==> src/sv/ssde_pkg.sv <==
// Shared types, constants and codes for the sampled standard deviation estimator.
// No dependencies; every other file imports this package.
package ssde_pkg;

	// default sizing
	localparam int DEF_STORE_DEPTH = 4096;
	localparam int DEF_SAMPLE_BITS = 16;

	// fixed field widths
	localparam int SAMPLE_W = 16;
	localparam int STD_W    = 24;
	localparam int COUNT_W  = 13;
	localparam int PCT_W    = 7;
	localparam int MIN_W    = 13;
	localparam int CFG_W    = 13;
	localparam int DIV_W    = 64;
	localparam int ROOT_W   = 64;

	localparam logic [PCT_W-1:0] PCT_RESET = 7'd10;
	localparam logic [PCT_W-1:0] PCT_CAP   = 7'd100;
	localparam logic [MIN_W-1:0] MIN_RESET = 13'd100;

	// configuration register indexes
	typedef enum logic {
		REG_PERCENT = 1'b0,
		REG_MIN     = 1'b1
	} cfg_reg_t;

	// input transfer
	typedef struct packed {
		logic signed [SAMPLE_W-1:0] sample;
		logic                       last;
	} smp_t;

	// result transfer
	typedef struct packed {
		logic [STD_W-1:0]   std_dev;
		logic [COUNT_W-1:0] used_count;
		logic               exact_mode;
		logic               overflow;
	} res_t;

	// which quotient is being formed: target by reciprocal multiply, the rest
	// by the shared divider
	typedef enum logic [1:0] {
		DIV_TARGET,
		DIV_STEP,
		DIV_MEAN,
		DIV_VAR
	} div_sel_t;

	typedef enum logic [3:0] {
		ST_LOAD,
		ST_TGT,
		ST_DECIDE,
		ST_STEP,
		ST_STEP_W,
		ST_SUM_INIT,
		ST_SUM,
		ST_MEAN,
		ST_MEAN_W,
		ST_VAR_INIT,
		ST_VAR,
		ST_VDIV,
		ST_VDIV_W,
		ST_SQRT,
		ST_DONE
	} state_t;

	// controller to datapath
	typedef struct packed {
		logic     load_en;
		logic     div_start;
		div_sel_t div_sel;
		logic     div_cap;
		logic     decide;
		logic     pass_init;
		logic     rd;
		logic     var_pass;
		logic     sqrt_start;
		logic     res_load;
	} cmd_t;

	// datapath to controller
	typedef struct packed {
		logic set_done;
		logic exact_now;
		logic div_done;
		logic idx_end;
		logic pipe_busy;
		logic sqrt_done;
		logic res_busy;
	} sts_t;

endpackage

==> src/sv/ssde_ctrl.sv <==
// Controller: sequences load, target multiply and step divide, both passes, divides and root.
// Depends on ssde_pkg.
module ssde_ctrl (
	input  logic           clk,
	input  logic           arst_n,
	input  ssde_pkg::sts_t sts,
	output ssde_pkg::cmd_t cmd
);
	import ssde_pkg::*;

	state_t state_q;
	state_t state_nxt;

	always_ff @(posedge clk or negedge arst_n) begin
		if (!arst_n) begin
			state_q <= ST_LOAD;
		end else begin
			state_q <= state_nxt;
		end
	end

	// next state
	always_comb begin
		state_nxt = state_q;
		case (state_q)
			ST_LOAD:     if (sts.set_done) state_nxt = ST_TGT;
			ST_TGT:      state_nxt = ST_DECIDE;
			ST_DECIDE:   state_nxt = sts.exact_now ? ST_SUM_INIT : ST_STEP;
			ST_STEP:     state_nxt = ST_STEP_W;
			ST_STEP_W:   if (sts.div_done) state_nxt = ST_SUM_INIT;
			ST_SUM_INIT: state_nxt = ST_SUM;
			ST_SUM:      if (sts.idx_end && !sts.pipe_busy) state_nxt = ST_MEAN;
			ST_MEAN:     state_nxt = ST_MEAN_W;
			ST_MEAN_W:   if (sts.div_done) state_nxt = ST_VAR_INIT;
			ST_VAR_INIT: state_nxt = ST_VAR;
			ST_VAR:      if (sts.idx_end && !sts.pipe_busy) state_nxt = ST_VDIV;
			ST_VDIV:     state_nxt = ST_VDIV_W;
			ST_VDIV_W:   if (sts.div_done) state_nxt = ST_SQRT;
			ST_SQRT:     if (sts.sqrt_done) state_nxt = ST_DONE;
			ST_DONE:     if (!sts.res_busy) state_nxt = ST_LOAD;
			default:     state_nxt = ST_LOAD;
		endcase
	end

	// commands
	always_comb begin
		cmd = '0;
		cmd.div_sel = DIV_TARGET;
		case (state_q)
			ST_LOAD:     cmd.load_en = 1'b1;
			ST_TGT:      cmd.div_cap = 1'b1;
			ST_DECIDE:   cmd.decide = 1'b1;
			ST_STEP: begin
				cmd.div_sel   = DIV_STEP;
				cmd.div_start = 1'b1;
			end
			ST_STEP_W: begin
				cmd.div_sel = DIV_STEP;
				cmd.div_cap = sts.div_done;
			end
			ST_SUM_INIT: cmd.pass_init = 1'b1;
			ST_SUM:      cmd.rd = !sts.idx_end;
			ST_MEAN: begin
				cmd.div_sel   = DIV_MEAN;
				cmd.div_start = 1'b1;
			end
			ST_MEAN_W: begin
				cmd.div_sel = DIV_MEAN;
				cmd.div_cap = sts.div_done;
			end
			ST_VAR_INIT: begin
				cmd.pass_init = 1'b1;
				cmd.var_pass  = 1'b1;
			end
			ST_VAR: begin
				cmd.var_pass = 1'b1;
				cmd.rd       = !sts.idx_end;
			end
			ST_VDIV: begin
				cmd.div_sel   = DIV_VAR;
				cmd.div_start = 1'b1;
			end
			ST_VDIV_W: begin
				cmd.div_sel    = DIV_VAR;
				cmd.div_cap    = sts.div_done;
				cmd.sqrt_start = sts.div_done;
			end
			ST_SQRT:     ;
			ST_DONE:     cmd.res_load = !sts.res_busy;
			default:     ;
		endcase
	end

endmodule

==> config.mk <==
export PLATFORM = sky130hd
export DESIGN_NAME = ssde_ctrl
export DESIGN_NICKNAME = d
export VERILOG_FILES = /design/src/sv/ssde_pkg.sv /design/src/sv/ssde_ctrl.sv
export SDC_FILE = /design/constraint.sdc
export NUM_CORES = 1
export LEC_CHECK = 0
export ABC_AREA = 1
export BUFFER_PORTS_ARGS = -buffer_cell sky130_fd_sc_hd__clkbuf_2
export CORE_AREA = 2 2 39 41
export DETAILED_ROUTE_END_ITERATION = 10
export DIE_AREA = 0 0 41 43
export PLACE_DENSITY = 0.67
export REMOVE_ABC_BUFFERS = 1
export SLEW_MARGIN = 25
export SYNTH_ARGS = -nofsm -noshare
export SYNTH_HDL_FRONTEND = slang
export SYNTH_SLANG_ARGS = --single-unit
==> constraint.sdc <==
create_clock -name clk -period 3.98 [get_ports clk]
set_clock_uncertainty 0.1 [all_clocks]
set_input_delay 0.398 -clock clk [delete_from_list [all_inputs] [get_ports clk]]
set_output_delay 0.398 -clock clk [all_outputs]
set_load 0.01 [all_outputs]
After elaboration in Yosys (flattened, before gate mapping) --
Index checks and enable logic that the tools add are counted.
Storage, ports and cells: register bits after elaboration 4, input bits 9, output and inout port bits 11, word-level logic and storage cells 57
Operators by class: eq/ne operators 22, multiplexer cells 20, reduce and logical (&&, ||, !) cells 14
Operators by type and width (count):
- $pmux 4 s15 | 1
- $mux 4 | 8
- $eq 4x4->1 const B | 7
- $eq 4x3->1 const B | 4
- $ne 2x2->1 const B | 8
- $reduce_or 2->1 | 6
- $eq 4x2->1 const B | 2
- $mux 1 | 8
- $reduce_and 8->1 | 1
- $pmux 2 s3 | 1
- $reduce_or 3->1 | 2
- $eq 4x1->1 const B | 1
- $logic_not 4->1 | 1
- $logic_not 1->1 | 3
- $mux 3 | 1
- $pmux 1 s2 | 1
- $logic_and 1x1->1 | 1

Longest topological paths before layout --
word-level depth 4, depth in mapped cells 9, mapped depth without buffers 8

Worst setup path after synthesis --
Ideal clock, no wire load.
kind reg2out, start register state_q[1], end output cmd[8] (netlist bit), arrival time 1121 ps, slack 2361 ps, stages on the path, launching flop included 5, buffers on the path 1, cell sequence dfrtp_1 -> buf_4 -> nor2_1 -> inv_1 -> o21ai_0
RTL lines:
- start: declaration | line ssde_ctrl.sv:11 | state_t state_q;
- start signal: assignment | line ssde_ctrl.sv:18 | state_q <= state_nxt;
- end: declaration | line ssde_ctrl.sv:7 | output ssde_pkg::cmd_t cmd

==> impl_metrics.prom <==
# TYPE chip_impl_metric gauge
chip_impl_metric{name="netlist-cell-type-count",unit=""} 18
chip_impl_metric{name="grt_pass1_wl",unit="um"} 1676
chip_impl_metric{name="final_core_utilization",unit="%"} 42.68
chip_impl_info{name="worst_r2r_startpoint",value="state_q[3]"} 1
chip_impl_metric{name="cts_made_buffers",unit=""} 3
chip_impl_metric{name="clkPwrFrac",unit="%"} 10.5
chip_impl_metric{name="cap_violations",unit=""} 0
chip_impl_info{name="reg2reg_to",value="state_q[2]"} 1
chip_impl_metric{name="pin_count_of_the_biggest_net_entering_global_routing",unit=""} 9
chip_impl_metric{name="ctsLongestPathBuffers",unit=""} 2
chip_impl_metric{name="filler_cell_count",unit=""} 151
chip_impl_metric{name="power_switching_share",unit="%"} 54.29
chip_impl_metric{name="setup_viols_final",unit=""} 0
chip_impl_metric{name="cts_setup_buffers",unit=""} 0
chip_impl_metric{name="initialDrtViolationCount",unit=""} 15
chip_impl_metric{name="p_sw",unit="W"} 0.0002515
chip_impl_metric{name="worst_skew_pair.late_latency",unit="ns"} 0.23
chip_impl_metric{name="clock.fmax",unit="MHz"} 515.5
chip_impl_metric{name="timing.slew.headroom",unit="%"} 75.77
chip_impl_metric{name="synth_enable_flop_cells",unit=""} 0
chip_impl_metric{name="num_vias",unit=""} 546
chip_impl_info{name="post-synth-top-count-cell",value="nand2_1"} 1
chip_impl_metric{name="n_antenna_cell",unit=""} 0
chip_impl_info{name="setup.worst_path.end_class",value="primary output"} 1
chip_impl_metric{name="postRouteWirelength",unit="um"} 1059
chip_impl_metric{name="synthCells",unit=""} 75
chip_impl_metric{name="number_of_clock_sinks_seen_by_cts",unit=""} 4
chip_impl_metric{name="ys_warn_count",unit=""} 0
chip_impl_metric{name="cts.htree.levels",unit=""} 1
chip_impl_metric{name="die_y",unit="um"} 43
chip_impl_metric{name="number_of_flip_flops_in_the_largest_register",unit=""} 4
chip_impl_metric{name="crit_fanout",unit=""} 8
chip_impl_metric{name="final_layout_size_suffix_gt1_share",unit="%"} 34.02
chip_impl_metric{name="clk_pin_slew",unit="ns"} 0.04
chip_impl_metric{name="area_growth",unit="%"} 31.11
chip_impl_metric{name="antenna_left",unit=""} 0
chip_impl_metric{name="final_max_tran_viols",unit=""} 0
chip_impl_metric{name="gp_congestion",unit=""} 0.8191
chip_impl_info{name="cp-start-kind",value="flop"} 1
chip_impl_metric{name="period_share",unit="%"} 48.74
chip_impl_metric{name="max-vdd-ir-drop",unit="V"} 0.0003099
chip_impl_metric{name="design.core.area",unit="um2"} 1384
chip_impl_info{name="status",value="completed"} 1
chip_impl_metric{name="worst-endpoint-arrival",unit="ns"} 1.44
chip_impl_info{name="synth.top_cells.by_area",value="dfrtp_1 (22%), nand2_1 (17%), nand3_1 (14%)"} 1
chip_impl_metric{name="cts_resized",unit=""} 0
chip_impl_info{name="top_regs",value="state_q x4"} 1
chip_impl_metric{name="final-hold-violation-count",unit=""} 0
chip_impl_metric{name="floorplan.initialDensity",unit="%"} 32.55
chip_impl_metric{name="grt_pass1_vias",unit=""} 432
chip_impl_metric{name="logic_gate_share_of_total_power",unit="%"} 68.0
chip_impl_info{name="startpoint",value="state_q[1]"} 1
chip_impl_metric{name="mapped_avg_cell_area",unit="um2"} 6.006
chip_impl_metric{name="share_seq_of_total_power",unit="%"} 21.6
chip_impl_metric{name="initial_antenna_violation_count",unit=""} 0
chip_impl_metric{name="power-per-cell-area",unit="nW/um2"} 784.3
chip_impl_info{name="largest-register",value="state_q"} 1
chip_impl_info{name="timing.critical_path.to",value="cmd[8]"} 1
chip_impl_metric{name="dieWidth",unit="um"} 41
chip_impl_info{name="clockRootBuffer",value="clkbuf_4"} 1
chip_impl_metric{name="worst-r2r-setup-slack",unit="ns"} 2.49
chip_impl_metric{name="cellInternalPower",unit="W"} 0.0002117
chip_impl_info{name="synth_area_leader_cell",value="dfrtp_1"} 1
chip_impl_metric{name="transition_time_at_the_pin_with_the_least_slew_margin",unit="ns"} 0.3621
chip_impl_info{name="synthTopCellsByCount",value="nand2_1 (20), nand3_1 (13), nor2_1 (9)"} 1
chip_impl_metric{name="setup-tns-final",unit="ns"} 0
chip_impl_metric{name="io_buffer_count",unit=""} 19
chip_impl_metric{name="syn-cell-area",unit="um2"} 450.4
chip_impl_metric{name="ys_seq_elements",unit=""} 4
chip_impl_info{name="yosys_most_used_dff",value="dfrtp_1"} 1
chip_impl_metric{name="grt.overflow.total",unit=""} 0
chip_impl_info{name="grt_setup_unrepaired",value="false"} 1
chip_impl_metric{name="top_level_ports",unit=""} 20
chip_impl_info{name="clock_tree_from_tritoncts",value="yes"} 1
chip_impl_metric{name="rows",unit=""} 14
chip_impl_metric{name="grt_util_all_layers",unit="%"} 13.26
chip_impl_metric{name="synth-seq-area-share",unit="%"} 22.22
chip_impl_metric{name="async_reset_ff_share",unit="%"} 100.0
chip_impl_metric{name="hpwl",unit="um"} 881.3
chip_impl_metric{name="drt_drc_violations_left",unit=""} 0
chip_impl_metric{name="number_of_cells_on_the_worst_reg_to_reg_path",unit=""} 8
chip_impl_metric{name="first_pass_iters",unit=""} 4
chip_impl_metric{name="fp.dieArea",unit="um2"} 1763
chip_impl_metric{name="vias_per_cell",unit=""} 4.832
chip_impl_info{name="timing.setup.critical_path_class",value="flop to primary output"} 1
chip_impl_metric{name="finalNetCount",unit=""} 108
chip_impl_metric{name="wire_per_inst",unit="um"} 9.372
chip_impl_metric{name="synth.top_cell.area_share",unit="%"} 22.22
chip_impl_info{name="hold_path_class",value="primary input to flop"} 1
chip_impl_metric{name="p_leak",unit="nW"} 0.3435
chip_impl_metric{name="crit_required",unit="ns"} 3.48
chip_impl_metric{name="post-route-min-period",unit="ns"} 1.940
==> worst min-delay path by stage <==
stage                     slack (ns)          to  startpoint  cells after the start
after floorplan                0.002  state_q[0]      arst_n                      0
after global placement          0.10  state_q[3]      arst_n                      1
after detailed placement        0.10  state_q[2]      arst_n                      1
after CTS                       0.34  state_q[0]      sts[1]                      4
after global routing            0.39  state_q[0]      sts[1]                      4
final                           0.34  state_q[0]      sts[1]                      4
==> repair_timing <==
item,in CTS,in global routing
hold buffers,1,0
setup endpoints to repair,0,0
endpoints found under the hold margin,4,0
==> stage by stage <==
step / hold WS [ns] / area, um2 / cells / setup WS, ns / power [W]
final: 0.3415 / 590.6 / 113 / 2.040 / 0.0004632
after CTS: 0.3376 / 590.6 / 113 / 2.032 / 0.0004660
after global placement: 0.1049 / 558.0 / 109 / 2.324 / 0.0004098
after floorplan: 0.002409 / 442.9 / 74 / 2.410 / 0.0003251
after detailed placement: 0.1036 / 558.0 / 109 / 2.280 / 0.0004145
after global routing: 0.3920 / 590.6 / 113 / 1.929 / 0.0005057
==> kinds of logic (layout without fill, tap and decap cells) <==
kind of cell,after synthesis,after routing,share of synthesized area (%)
and+or+nand+nor,55,55,62.22
buffers and inverters,13,35,11.67
DFF,4,4,22.22
AOI/OAI and AO/OA,3,3,3.890
==> worst max-delay path, cell delays in order, from the launching register on <==
cell and delay [ns]:
dfrtp_1 0.45, nor2_1 0.34, inv_1 0.12, o21ai_0 0.16
clkbuf_2 0.15
==> power by group through the flow <==
stage	Combinational (W)	Sequential (W)	Clock [W]
final	0.000315	0.0000998	0.0000485
after CTS	0.000317	0.0000992	0.0000497
after detailed placement	0.000315	0.0000991	0
after floorplan	0.000234	0.0000906	0
after global placement	0.000313	0.0000969	0
after global routing	0.000353	0.000103	0.0000504
==> routing by layer <==
metal | global-route usage (%) | share of wire (%) | wire length [um]
met3 | 0 | 2.7 | 29
met4 | 4.000 | 0 | 0
met1 | 19.80 | 46 | 490
met2 | 20.31 | 51 | 539
met5 | 0 | 0 | 0
==> area by class of cell <==
class	instances	area [um2]	area share, %
sequential	4	100.1	16.95
multi-input combinational	58	297.8	50.42
tap	16	20.02	3.390
clock buffer	3	22.52	3.814
inverter	12	45.04	7.627
timing repair buffer	20	105.1	17.80
==> cells in the final DEF, fill, tap and decap left out <==
cell	count
o21a_1	1
inv_1	8
nand3_1	13
nand3b_1	1
or2_4	1
nand3_4	1
clkbuf_2	19
nand4_1	1
nor2_2	1
nand2_4	2
nand2_2	1
nand2_1	20
inv_2	4
clkbuf_4	3
nor3_1	4
dfrtp_1	4
o21ai_0	2
nor2_4	1
nor2_1	9
dlygate4sd3_1	1
No activity file was read; power rests on OpenSTA's default activity.
